`src/rtl/core/mdbr_pkg.sv`:
```
// Package for the MDB response receiver: shared types, codes and constants.
// Used by every module of the receiver and by its checker.
package mdbr_pkg;

    localparam int MAX_FRAME = 36;
    localparam int CNT_W = $clog2(MAX_FRAME + 1);

    localparam int NUM_SLOTS = 10;
    localparam int ID_VER_POS = 28;

    localparam logic [7:0] ACK_BYTE = 8'h00;
    localparam logic [15:0] CURRENCY_A = 16'h0643;
    localparam logic [15:0] CURRENCY_B = 16'h0810;
    localparam logic [7:0] RESP_TIME_RESET = 8'hFF;

    localparam logic [2:0] CMD_RESET = 3'd0;
    localparam logic [2:0] CMD_VEND = 3'd3;

    localparam logic [7:0] SUB_VEND_REQUEST = 8'd0;
    localparam logic [7:0] SUB_VEND_CANCEL = 8'd1;
    localparam logic [7:0] SUB_VEND_SUCCESS = 8'd2;
    localparam logic [7:0] SUB_NEG_VEND = 8'd6;

    localparam logic [7:0] HDR_JUST_RESET = 8'h00;
    localparam logic [7:0] HDR_CONFIG = 8'h01;
    localparam logic [7:0] HDR_BEGIN_SESSION = 8'h03;
    localparam logic [7:0] HDR_SESS_CANCEL = 8'h04;
    localparam logic [7:0] HDR_VEND_APPROVED = 8'h05;
    localparam logic [7:0] HDR_VEND_DENIED = 8'h06;
    localparam logic [7:0] HDR_END_SESSION = 8'h07;
    localparam logic [7:0] HDR_PERIPH_ID = 8'h09;
    localparam logic [7:0] HDR_OUT_OF_SEQ = 8'h0B;
    localparam logic [7:0] HDR_REVAL_APPROVED = 8'h0D;
    localparam logic [7:0] HDR_REVAL_DENIED = 8'h0E;

    localparam int SLOT_HDR = 0;
    localparam int SLOT_LEVEL = 1;
    localparam int SLOT_CC_HI = 2;
    localparam int SLOT_CC_LO = 3;
    localparam int SLOT_SCALE = 4;
    localparam int SLOT_DECIMALS = 5;
    localparam int SLOT_RESP_TIME = 6;
    localparam int SLOT_MISC = 7;
    localparam int SLOT_VER_HI = 8;
    localparam int SLOT_VER_LO = 9;

    typedef enum logic [3:0] {
        RES_IN_PROGRESS = 4'd0,
        RES_ACK = 4'd1,
        RES_NACK = 4'd2,
        RES_REPEAT = 4'd3,
        RES_JUST_RESET = 4'd4,
        RES_CONFIG = 4'd5,
        RES_CURRENCY_ERR = 4'd6,
        RES_OK_DATA = 4'd7,
        RES_BEGIN_SESSION = 4'd8,
        RES_SESS_CANCEL = 4'd9,
        RES_VEND_APPROVED = 4'd10,
        RES_VEND_DENIED = 4'd11,
        RES_END_SESSION = 4'd12,
        RES_PERIPH_ID = 4'd13,
        RES_REVAL_APPROVED = 4'd14,
        RES_REVAL_DENIED = 4'd15
    } result_code_t;

    typedef enum logic [2:0] {
        ST_INACTIVE = 3'd0,
        ST_DISABLED = 3'd1,
        ST_ENABLED = 3'd2,
        ST_SESSION_IDLE = 3'd3,
        ST_VEND = 3'd4,
        ST_REVALUE = 3'd5,
        ST_NEG_VEND = 3'd6
    } session_state_t;

    typedef struct packed {
        logic [8:0] bus_char;
        logic [2:0] sent_command;
        logic [7:0] sent_subcommand;
    } item_t;

    typedef struct packed {
        logic frame_end;
        logic single_char;
        logic sum_ok;
        logic [7:0] last_byte;
        logic [NUM_SLOTS-1:0][7:0] bytes;
    } frame_info_t;

    typedef struct packed {
        result_code_t result_code;
        session_state_t machine_state;
        logic [7:0] max_response_time;
        logic [15:0] currency_code;
        logic [7:0] reader_level;
        logic [7:0] price_scale;
        logic [7:0] decimal_digits;
        logic [7:0] misc_options;
        logic [15:0] software_version;
    } result_t;

    // Frame position of each captured byte: header and config bytes first, then
    // the two software version bytes of the peripheral ID frame.
    function automatic logic [CNT_W-1:0] slot_pos(input int slot);
        int pos;
        begin
            if (slot < SLOT_VER_HI)
            begin
                pos = slot;
            end
            else
            begin
                pos = ID_VER_POS + slot - SLOT_VER_HI;
            end
            return CNT_W'(pos);
        end
    endfunction

endpackage

```
`src/rtl/core/mdbr_input_stage.sv`:
```
// Input register of the MDB response receiver: holds one item until it is processed.
// Depends on mdbr_pkg.
module mdbr_input_stage import mdbr_pkg::*;
(
    input  logic  clk,
    input  logic  rst_n,
    input  logic  in_valid,
    output logic  in_stall,
    input  logic [8:0] bus_char,
    input  logic [2:0] sent_command,
    input  logic [7:0] sent_subcommand,
    input  logic  advance,
    output logic  item_valid,
    output item_t item
);

    logic  valid_reg;
    logic  valid_next;
    item_t item_reg;
    logic  load;

    assign in_stall = valid_reg && !advance;
    assign load = in_valid && !in_stall;

    always_comb
    begin
        valid_next = valid_reg;
        if (load)
        begin
            valid_next = 1'b1;
        end
        else if (advance)
        begin
            valid_next = 1'b0;
        end
    end

    always_ff @(posedge clk or negedge rst_n)
    begin
        if (!rst_n)
        begin
            valid_reg <= 1'b0;
        end
        else
        begin
            valid_reg <= valid_next;
        end
    end

    always_ff @(posedge clk)
    begin
        if (load)
        begin
            item_reg <= '{bus_char: bus_char, sent_command: sent_command,
                          sent_subcommand: sent_subcommand};
        end
    end

    assign item_valid = valid_reg;
    assign item = item_reg;

endmodule

```
`src/rtl/core/mdbr_frame_tracker.sv`:
```
// Frame tracker: character count, running checksum and capture of the frame bytes
// that the decoder reads. Depends on mdbr_pkg.
module mdbr_frame_tracker import mdbr_pkg::*;
(
    input  logic        clk,
    input  logic        rst_n,
    input  logic        step,
    input  logic [8:0]  bus_char,
    output frame_info_t info
);

    logic [CNT_W-1:0] count_reg;
    logic [CNT_W-1:0] count_next;
    logic [7:0]       sum_reg;
    logic [7:0]       sum_next;
    logic [7:0]       cap_reg [NUM_SLOTS];
    logic             overflow;
    logic             mode;
    logic [7:0]       data;

    assign mode = bus_char[8];
    assign data = bus_char[7:0];
    assign overflow = count_reg >= CNT_W'(MAX_FRAME);

    always_comb
    begin
        count_next = count_reg;
        sum_next = sum_reg;
        if (step)
        begin
            if (overflow || mode)
            begin
                count_next = '0;
                sum_next = '0;
            end
            else
            begin
                count_next = count_reg + 1'b1;
                sum_next = sum_reg + data;
            end
        end
    end

    always_ff @(posedge clk or negedge rst_n)
    begin
        if (!rst_n)
        begin
            count_reg <= '0;
            sum_reg <= '0;
        end
        else
        begin
            count_reg <= count_next;
            sum_reg <= sum_next;
        end
    end

    always_ff @(posedge clk)
    begin
        for (int k = 0; k < NUM_SLOTS; k++)
        begin
            if (step && !overflow && count_reg == slot_pos(k))
            begin
                cap_reg[k] <= data;
            end
        end
    end

    // A byte at or past the frame length reads as zero; the closing character
    // itself is taken straight from the current item.
    always_comb
    begin
        info.frame_end = !overflow && mode;
        info.single_char = count_reg == '0;
        info.sum_ok = sum_reg == data;
        info.last_byte = data;
        for (int k = 0; k < NUM_SLOTS; k++)
        begin
            if (slot_pos(k) < count_reg)
            begin
                info.bytes[k] = cap_reg[k];
            end
            else if (slot_pos(k) == count_reg)
            begin
                info.bytes[k] = data;
            end
            else
            begin
                info.bytes[k] = '0;
            end
        end
    end

endmodule

```
`src/rtl/core/mdbr_decoder.sv`:
```
// Response decoder: turns a closed frame into a result code and keeps the session
// state and the captured config and ID registers. Depends on mdbr_pkg.
module mdbr_decoder import mdbr_pkg::*;
(
    input  logic        clk,
    input  logic        rst_n,
    input  logic        step,
    input  frame_info_t info,
    input  logic [2:0]  sent_command,
    input  logic [7:0]  sent_subcommand,
    output result_t     result
);

    result_t     state_reg;
    result_t     state_next;
    logic [15:0] cc;

    assign cc = {info.bytes[SLOT_CC_HI], info.bytes[SLOT_CC_LO]};

    always_comb
    begin
        state_next = state_reg;
        state_next.result_code = RES_IN_PROGRESS;
        if (info.frame_end)
        begin
            if (info.single_char)
            begin
                if (info.last_byte == ACK_BYTE)
                begin
                    state_next.result_code = RES_ACK;
                    if (sent_command == CMD_VEND)
                    begin
                        unique case (sent_subcommand)
                            SUB_VEND_REQUEST: state_next.machine_state = ST_VEND;
                            SUB_VEND_CANCEL, SUB_VEND_SUCCESS:
                                state_next.machine_state = ST_SESSION_IDLE;
                            SUB_NEG_VEND: state_next.machine_state = ST_NEG_VEND;
                            default: state_next.machine_state = state_reg.machine_state;
                        endcase
                    end
                    else if (sent_command == CMD_RESET)
                    begin
                        state_next.machine_state = ST_INACTIVE;
                    end
                end
                else
                begin
                    state_next.result_code = RES_NACK;
                end
            end
            else if (!info.sum_ok)
            begin
                state_next.result_code = RES_REPEAT;
            end
            else
            begin
                unique case (info.bytes[SLOT_HDR])
                    HDR_JUST_RESET:
                    begin
                        state_next.machine_state = ST_INACTIVE;
                        state_next.result_code = RES_JUST_RESET;
                    end
                    HDR_CONFIG:
                    begin
                        state_next.machine_state = ST_DISABLED;
                        state_next.currency_code = cc;
                        if (cc == CURRENCY_A || cc == CURRENCY_B)
                        begin
                            state_next.reader_level = info.bytes[SLOT_LEVEL];
                            state_next.price_scale = info.bytes[SLOT_SCALE];
                            state_next.decimal_digits = info.bytes[SLOT_DECIMALS];
                            state_next.max_response_time = info.bytes[SLOT_RESP_TIME];
                            state_next.misc_options = info.bytes[SLOT_MISC];
                            state_next.result_code = RES_CONFIG;
                        end
                        else
                        begin
                            state_next.result_code = RES_CURRENCY_ERR;
                        end
                    end
                    HDR_BEGIN_SESSION:
                    begin
                        state_next.machine_state = ST_SESSION_IDLE;
                        state_next.result_code = RES_BEGIN_SESSION;
                    end
                    HDR_SESS_CANCEL: state_next.result_code = RES_SESS_CANCEL;
                    HDR_VEND_APPROVED: state_next.result_code = RES_VEND_APPROVED;
                    HDR_VEND_DENIED:
                    begin
                        state_next.machine_state = ST_SESSION_IDLE;
                        state_next.result_code = RES_VEND_DENIED;
                    end
                    HDR_END_SESSION:
                    begin
                        state_next.machine_state = ST_ENABLED;
                        state_next.result_code = RES_END_SESSION;
                    end
                    HDR_PERIPH_ID:
                    begin
                        state_next.software_version = {info.bytes[SLOT_VER_HI],
                                                       info.bytes[SLOT_VER_LO]};
                        state_next.result_code = RES_PERIPH_ID;
                    end
                    HDR_OUT_OF_SEQ:
                    begin
                        state_next.machine_state = ST_SESSION_IDLE;
                        state_next.result_code = RES_OK_DATA;
                    end
                    HDR_REVAL_APPROVED: state_next.result_code = RES_REVAL_APPROVED;
                    HDR_REVAL_DENIED: state_next.result_code = RES_REVAL_DENIED;
                    default: state_next.result_code = RES_OK_DATA;
                endcase
            end
        end
    end

    always_ff @(posedge clk or negedge rst_n)
    begin
        if (!rst_n)
        begin
            state_reg.result_code <= RES_IN_PROGRESS;
            state_reg.machine_state <= ST_INACTIVE;
            state_reg.max_response_time <= RESP_TIME_RESET;
            state_reg.currency_code <= '0;
            state_reg.reader_level <= '0;
            state_reg.price_scale <= '0;
            state_reg.decimal_digits <= '0;
            state_reg.misc_options <= '0;
            state_reg.software_version <= '0;
        end
        else if (step)
        begin
            state_reg <= state_next;
        end
    end

    assign result = state_next;

endmodule

```
`src/rtl/core/mdb_response_receiver.sv`:
```
// Top level of the MDB response receiver: input register, frame tracker, decoder and
// result register. Depends on mdbr_pkg and the mdbr_* modules.
//
// Each 9-bit bus character is one item and yields one result item: in progress until
// a character with the mode bit closes the frame, then the decoded response together
// with the current session state and captured config and ID fields. The result item
// passes through the input register and then the result register, and one item is
// accepted every cycle while the result side takes them; the running checksum and
// per-position byte capture keep the whole frame decode within the single step of
// the closing character.
module mdb_response_receiver import mdbr_pkg::*;
(
    input  logic        clk,
    input  logic        rst_n,
    input  logic        in_valid,
    output logic        in_stall,
    input  logic [8:0]  bus_char,
    input  logic [2:0]  sent_command,
    input  logic [7:0]  sent_subcommand,
    output logic        out_valid,
    input  logic        out_stall,
    output logic [3:0]  result_code,
    output logic [2:0]  machine_state,
    output logic [7:0]  max_response_time,
    output logic [15:0] currency_code,
    output logic [7:0]  reader_level,
    output logic [7:0]  price_scale,
    output logic [7:0]  decimal_digits,
    output logic [7:0]  misc_options,
    output logic [15:0] software_version
);

    logic        item_valid;
    item_t       item;
    logic        advance;
    logic        step;
    frame_info_t info;
    result_t     result;
    logic        out_valid_reg;
    logic        out_valid_next;
    result_t     out_reg;

    assign advance = !out_valid_reg || !out_stall;
    assign step = item_valid && advance;

    mdbr_input_stage u_input
    (
        .clk             (clk),
        .rst_n           (rst_n),
        .in_valid        (in_valid),
        .in_stall        (in_stall),
        .bus_char        (bus_char),
        .sent_command    (sent_command),
        .sent_subcommand (sent_subcommand),
        .advance         (advance),
        .item_valid      (item_valid),
        .item            (item)
    );

    mdbr_frame_tracker u_frame
    (
        .clk      (clk),
        .rst_n    (rst_n),
        .step     (step),
        .bus_char (item.bus_char),
        .info     (info)
    );

    mdbr_decoder u_decode
    (
        .clk             (clk),
        .rst_n           (rst_n),
        .step            (step),
        .info            (info),
        .sent_command    (item.sent_command),
        .sent_subcommand (item.sent_subcommand),
        .result          (result)
    );

    always_comb
    begin
        out_valid_next = out_valid_reg;
        if (advance)
        begin
            out_valid_next = item_valid;
        end
    end

    always_ff @(posedge clk or negedge rst_n)
    begin
        if (!rst_n)
        begin
            out_valid_reg <= 1'b0;
        end
        else
        begin
            out_valid_reg <= out_valid_next;
        end
    end

    always_ff @(posedge clk)
    begin
        if (step)
        begin
            out_reg <= result;
        end
    end

    assign out_valid = out_valid_reg;
    assign result_code = out_reg.result_code;
    assign machine_state = out_reg.machine_state;
    assign max_response_time = out_reg.max_response_time;
    assign currency_code = out_reg.currency_code;
    assign reader_level = out_reg.reader_level;
    assign price_scale = out_reg.price_scale;
    assign decimal_digits = out_reg.decimal_digits;
    assign misc_options = out_reg.misc_options;
    assign software_version = out_reg.software_version;

endmodule

```
`config.mk`:
```
export PLATFORM = sky130hd
export DESIGN_NAME = mdb_response_receiver
export DESIGN_NICKNAME = d
export VERILOG_FILES = /design/src/rtl/core/mdbr_pkg.sv /design/src/rtl/core/mdbr_input_stage.sv /design/src/rtl/core/mdbr_frame_tracker.sv /design/src/rtl/core/mdbr_decoder.sv /design/src/rtl/core/mdb_response_receiver.sv
export SDC_FILE = /design/constraint.sdc
export NUM_CORES = 1
export LEC_CHECK = 0
export BUFFER_PORTS_ARGS = -buffer_cell sky130_fd_sc_hd__buf_2
export CORE_MARGIN = 1.5
export CORE_UTILIZATION = 54
export CTS_CLUSTER_SIZE = 16
export DETAILED_ROUTE_END_ITERATION = 10
export PLACE_DENSITY = 0.76
export SYNTH_ARGS = -nofsm -noshare
export SYNTH_HDL_FRONTEND = slang
export SYNTH_SLANG_ARGS = --single-unit
```
`constraint.sdc`:
```
create_clock -name clk -period 4.53 [get_ports clk]
set_input_delay 0.6795 -clock clk [delete_from_list [all_inputs] [get_ports clk]]
set_output_delay 0.6795 -clock clk [all_outputs]
set_load 0.02 [all_outputs]
```
## Word level (Yosys, flattened, before mapping)

Memory sizes are Yosys's and may differ from the RTL's.
Cells that the tools add are included.

| storage, ports and cells | value |
|---|---|
| memory bits (writable) | 80 |
| latch bits | 0 |
| ROM bits | 0 |
| input bits | 24 |
| register bits | 190 |
| output and inout bits | 81 |
| word-level logic and storage cells | 212 |
| memories kept | 1 |

| operators by class | value |
|---|---|
| $mul | 0 |
| muxes and demuxes | 98 |
| add/subtract/negate cells | 2 |
| equality and inequality tests | 36 |
| bitwise logic cells | 0 |
| divide/modulo/power cells | 0 |
| shift operators | 0 |
| reduce and logical (&&, ||, !) cells | 40 |
| $lt $le $gt $ge | 11 |

Memory list:

| name | depth | bits a word | read ports | clocked after memory_dff | write ports | line | text |
|---|---|---|---|---|---|---|---|
| u_frame.cap_reg | 10 | 8 | 10 | 0 | 1 | mdbr_frame_tracker.sv:16 | `logic [7:0] cap_reg [NUM_SLOTS];` |

Operators by type and width:

| cell | count |
|---|---|
| 2-to-1 mux 8 bit | 31 |
| 2-to-1 mux 75 bit | 2 |
| 2-to-1 mux 72 bit | 1 |
| OR reduction 8 bit | 9 |
| 2-to-1 mux 6 bit | 11 |
| == test 6 bit | 10 |
| 2-to-1 mux 56 bit | 1 |
| == test 8 x 3 -> 1 bit, second input constant | 5 |
| 2-to-1 mux 4 bit | 10 |
| case mux 4 bit (10 select lines) | 1 |
| == test 8 x 4 -> 1 bit, second input constant | 4 |
| 2-to-1 mux 32 bit | 1 |
| 2-to-1 mux 1 bit | 31 |
| == test 6 x 3 -> 1 bit, second input constant | 4 |
| logical NOT 8 bit | 3 |
| < comparator 3 x 6 -> 1 bit, first input constant | 4 |
| == test 16 x 11 -> 1 bit, second input constant | 1 |
| == test 16 x 12 -> 1 bit, second input constant | 1 |
| == test 8 x 1 -> 1 bit, second input constant | 2 |
| == test 8 x 2 -> 1 bit, second input constant | 2 |
| 2-to-1 mux 16 bit | 1 |
| logical AND 1 bit | 15 |
| == test 6 x 2 -> 1 bit, second input constant | 2 |
| == test 6 x 5 -> 1 bit, second input constant | 2 |
| other kinds (21) | 33 |

## Depth between registers and ports, before layout

| depth | value |
|---|---|
| depth in word-level cells | 17 |
| mapped depth | 10 |
| gate-level depth less buffers | 8 |

## By module

Synthesis repeated with hierarchy kept, for this count alone.

| unflattened totals | value |
|---|---|
| cell total of the unflattened synthesis | 895 |
| area, all modules | 12,258.0 um^2 |

By module, submodules not included:

| module | area an instance (um^2) | seq. area each (um^2) | cells an instance | times used |
|---|---|---|---|---|
| mdbr_frame_tracker | 4,860.9 | 2,752.6 | 450 | 1 |
| mdbr_decoder | 4,319.1 | 1,886.8 | 337 | 1 |
| mdb_response_receiver | 2,419.8 | 2,397.3 | 83 | 1 |
| mdbr_input_stage | 658.1 | 625.6 | 25 | 1 |

## Least setup slack after synthesis

No wires, ideal clock.

| timing | value |
|---|---|
| path kind | in2reg |
| from | in out_stall |
| to | mem u_frame.cap_reg[9][0] (enable) |
| data required time | 4,135 ps |
| buffers on the path | 1 |
| setup slack | -455 ps |
| stages | 6 |
| setup time | 395 ps |
| data arrival time | 4,590 ps |
| cells stage by stage | nand2_1 nand2_1 inv_1 clkbuf_1 nand2_1 nor4_1 |

| between the ends | value |
|---|---|
| longest elaborated chain between the ends | 17 |
| elaborated cells on any way between the ends | 61 |
| those cells by class | 38 x mux; 23 x reduce/logical |

Ends and longest elaborated chain:

| element | line | text |
|---|---|---|
| start, declared | mdb_response_receiver.sv:21 | `input logic out_stall,` |
| logical NOT 1 bit * | mdb_response_receiver.sv:43 | `assign advance = !out_valid_reg \|\| !out_stall;` |
| logical OR 1 bit * | mdb_response_receiver.sv:43 |  |
| logical AND 1 bit * | mdb_response_receiver.sv:44 | `assign step = item_valid && advance;` |
| named net step | mdb_response_receiver.sv:36 | `logic step;` |
| logical AND 1 bit * | mdbr_frame_tracker.sv:62 | `if (step && !overflow && count_reg == slot_pos(k))` |
| logical AND 1 bit | mdbr_frame_tracker.sv:62 |  |
| 2-to-1 mux 1 bit | mdbr_frame_tracker.sv:62 |  |
| 2-to-1 mux 1 bit (not written as such) | mdbr_frame_tracker.sv:64 | `cap_reg[k] <= data;` |
| OR reduction 8 bit (no line) | - |  |
| 2-to-1 mux 4 bit (no line) / 2-to-1 mux 1 bit (equally long branches) (9 in series) | - |  |
| end, declared | mdbr_frame_tracker.sv:16 |  |

Mark *: on every way through the listed nets, which the timed path passes. The rest lies on a longest branch.

==> results.yml <==
worst_setup_path:
  endpoint_kind: "flip-flop"
  worstPathArrival_ns: 3.55
  max_stage_delay_ns: 0.64
  r2r_setup_slack_ns: 1.22
  required_ns: 4.77
  rr_startpoint: "u_input.item[13]"
  cp-start-kind: "flip-flop"
  r2r_end: "misc_options[4]"
  critPathBufInv: 1
  cp_slowest_cell: "nor4_1"
  worst-r2r-cell-count: 8
  crit_chain: "ha_1 -> nor4_1 -> nand3_1 -> nor4_1 -> o211ai_4 -> buf_4 -> nand2_1 -> o21ai_0"
  cp.depth: 8
  crit_family: "simple AND/OR/NAND/NOR gates"
  worstPathMaxFanout: 80
  path_class: "flip-flop to flip-flop"
  crit_path_frequent_cell: "nor4_1"
yosys:
  synth_edf_count: 179
  avgSynthCellArea_um2: 11.6
  ys.warnings.count: 0
  ys.flop_type: "edfxtp_1"
  synth_cell_types: 69
  syn_inst: 1002
  synth_seq_cells: 270
  async_flop_share: 0.337
  syn_nets: 1039
  syn-cell-area_um2: 11700
  seq_area_frac_synth: 0.656
sta:
  fmax_mhz: 302
  tightest_slew_ns: 1.07
  setup_violations: 0
  maxSlewHeadroom: 0.281
  finalCriticalPeriod_ns: 3.31
  hold_viol: 0
  fin_tns_setup_ns: 0
  slew_violations: 0
  fin_worst_skew_ns: 0.00915
  rsz0062_at_grt: "false"
  fin_crit_sh: 0.731
finish:
  largest_register_ffs: 80
  regArea_um2: 7660
  fin_util: 0.629
  final_cells: 1393
  n_fill_cell: 1623
  drive_gt1_frac: 0.164
  diodes: 0
  multi_input_area_um2: 3690
  area_growth_pct: 13.7
  nets: 1135
grt:
  grt_use_total: 0.222
  grt_antenna_before_repair: 0
  grt_start_max_net_pins: 81
  grt_overflow_total: 0
  grt_pass1_vias: 7607
  grt_pass1_wl_um: 39200
pwr:
  p_leak_nw: 5.13
  p_per_area_nw_per_um2: 437
  total_power_mw: 5.80
  irDropWorstVdd_uv: 423
detailed_routing:
  drc: 0
  post_drt_via_cell_ratio: 5.77
  ant_nets: 0
  first_pass_iters: 5
  wire_per_inst_um: 17.8
  wl_um: 24800
  drt_iter0_markers: 879
  vias: 8043
clock_network:
  clk_pin_slew_ns: 0.06
  cts.htree.levels: 1
  cts_tree: "yes"
  cts_sinks: 270
  clock_tree.root_cell: "clkbuf_16"
  postCtsSetupRepairBufs: 0
  cts_hold_buf: 0
  cts.repair.resized: 0
  numCtsBuffers: 27
  ctsLongestPathBuffers: 3
  clk_latency_ns: 0.53
die:
  coreArea_um2: 21100
  die-area_um2: 22500
  io-pin-count: 105
  die_w_um: 150
  die_height_um: 150
  rows: 53
  initial_utilization: 0.554
place:
  dpl.hpwl_um: 15500
  placement.io_buffers: 104
  dp_cells: 1344
  gp_congestion: 0.863
run_status:
  status: "finished, final reports clean"
flow_run:
  maxCapViolCount: 0
worst_hold_path:
  hold_class: "primary input to asynchronous set/reset pin"
-- per-layer routing --
metal,share of wire,track usage,vias to the layer above,wire [µm]
met5,0,0,-,0
met4,0.026,0.0765,0,650
met3,0.058,0.0277,57,1450
met2,0.48,0.361,293,11800
met1,0.44,0.312,3796,10900
li1,-,-,3897,-
-- kinds of logic after synthesis --
kind of cell             after synthesis  share of synthesized area
AND/OR/NAND/NOR                      331                      0.137
AO/OA/AOI/OAI                        294                      0.152
flip-flops                           270                      0.656
buffers and inverters                 78                     0.0280
adder cells (fa/ha/maj)               13                     0.0146
XOR/XNOR                              12                    0.00900
multiplexers                           4                    0.00354
-- how the worst max path moves through the flow --
stage	startpoint	endpoint	slack [ns]
finish	u_input.item[13]	misc_options[4]	1.22
global route	u_input.item[13]	max_response_time[6]	0.98
CTS	u_input.item[13]	price_scale[2]	1.25
detailed placement	u_input.item[13]	misc_options[4]	1.29
global placement	u_input.item[13]	price_scale[4]	1.36
floorplan	out_stall	u_frame.cap_reg[9][0]	0.88
-- worst reg2reg max path: cells and delay by family, from the launching register on --
kind | cells | cell delay (ns)
AO/OA/AOI/OAI | 2 | 0.23
adder cells (fa/ha/maj) | 1 | 0.38
buffers and inverters | 1 | 0.35
flip-flops | 1 | 0.38
AND/OR/NAND/NOR | 4 | 1.69
-- power breakdown --
group          internal (mW)  switching (mW)
clock                   1.17           0.863
combinational          0.297           0.595
sequential              2.79          0.0898
total                   4.25            1.55
-- placed cells by master, fill, tap and decap left out, drive strengths merged, types with 7 or more instances in the layout --
| master | count |
|---|---|
| a21oi | 66 |
| a22o | 7 |
| a22oi | 34 |
| and3 | 40 |
| buf | 127 |
| clkbuf | 44 |
| dfrtp | 83 |
| dfstp | 8 |
| edfxtp | 179 |
| ha | 12 |
| inv | 17 |
| nand2 | 164 |
| nand2b | 8 |
| nand3 | 13 |
| nor2 | 44 |
| nor3 | 16 |
| nor4 | 9 |
| o21ai | 142 |
| xnor2 | 7 |
-- synthesized netlist by cell type (18+ instances only) --
library cell  number  area [µm²]
clkbuf_1          31         116
inv_1             18        67.6
o21ai_1           48         240
buf_2             24         120
a22oi_1           34         255
o21ai_0           94         470
dfrtp_1           83        2080
a21oi_1           66         330
nor2_1            43         161
nand2_1          164         616
edfxtp_1         179        5380
and3_1            40         250
-- cell type report --
type / count / area share
well taps: 275 / 0.0259
multi-input cells: 654 / 0.278
clock inverters: 5 / 0.00179
repair buffers: 127 / 0.0524
flip-flops and latches: 270 / 0.578
clock buffers: 44 / 0.0588
inverters: 18 / 0.00519
-- metrics by stage --
step,cell area (µm²),setup slack [ns],hold slack [ns]
4_1_cts,13300,1.25,0.279
3_3_place_gp,12500,1.36,0.452
3_5_place_dp,12500,1.29,0.456
6_report,13300,1.22,0.240
2_1_floorplan,11700,0.880,0.384
5_1_grt,13300,0.978,0.305
Power figures use the tool's default switching activity.
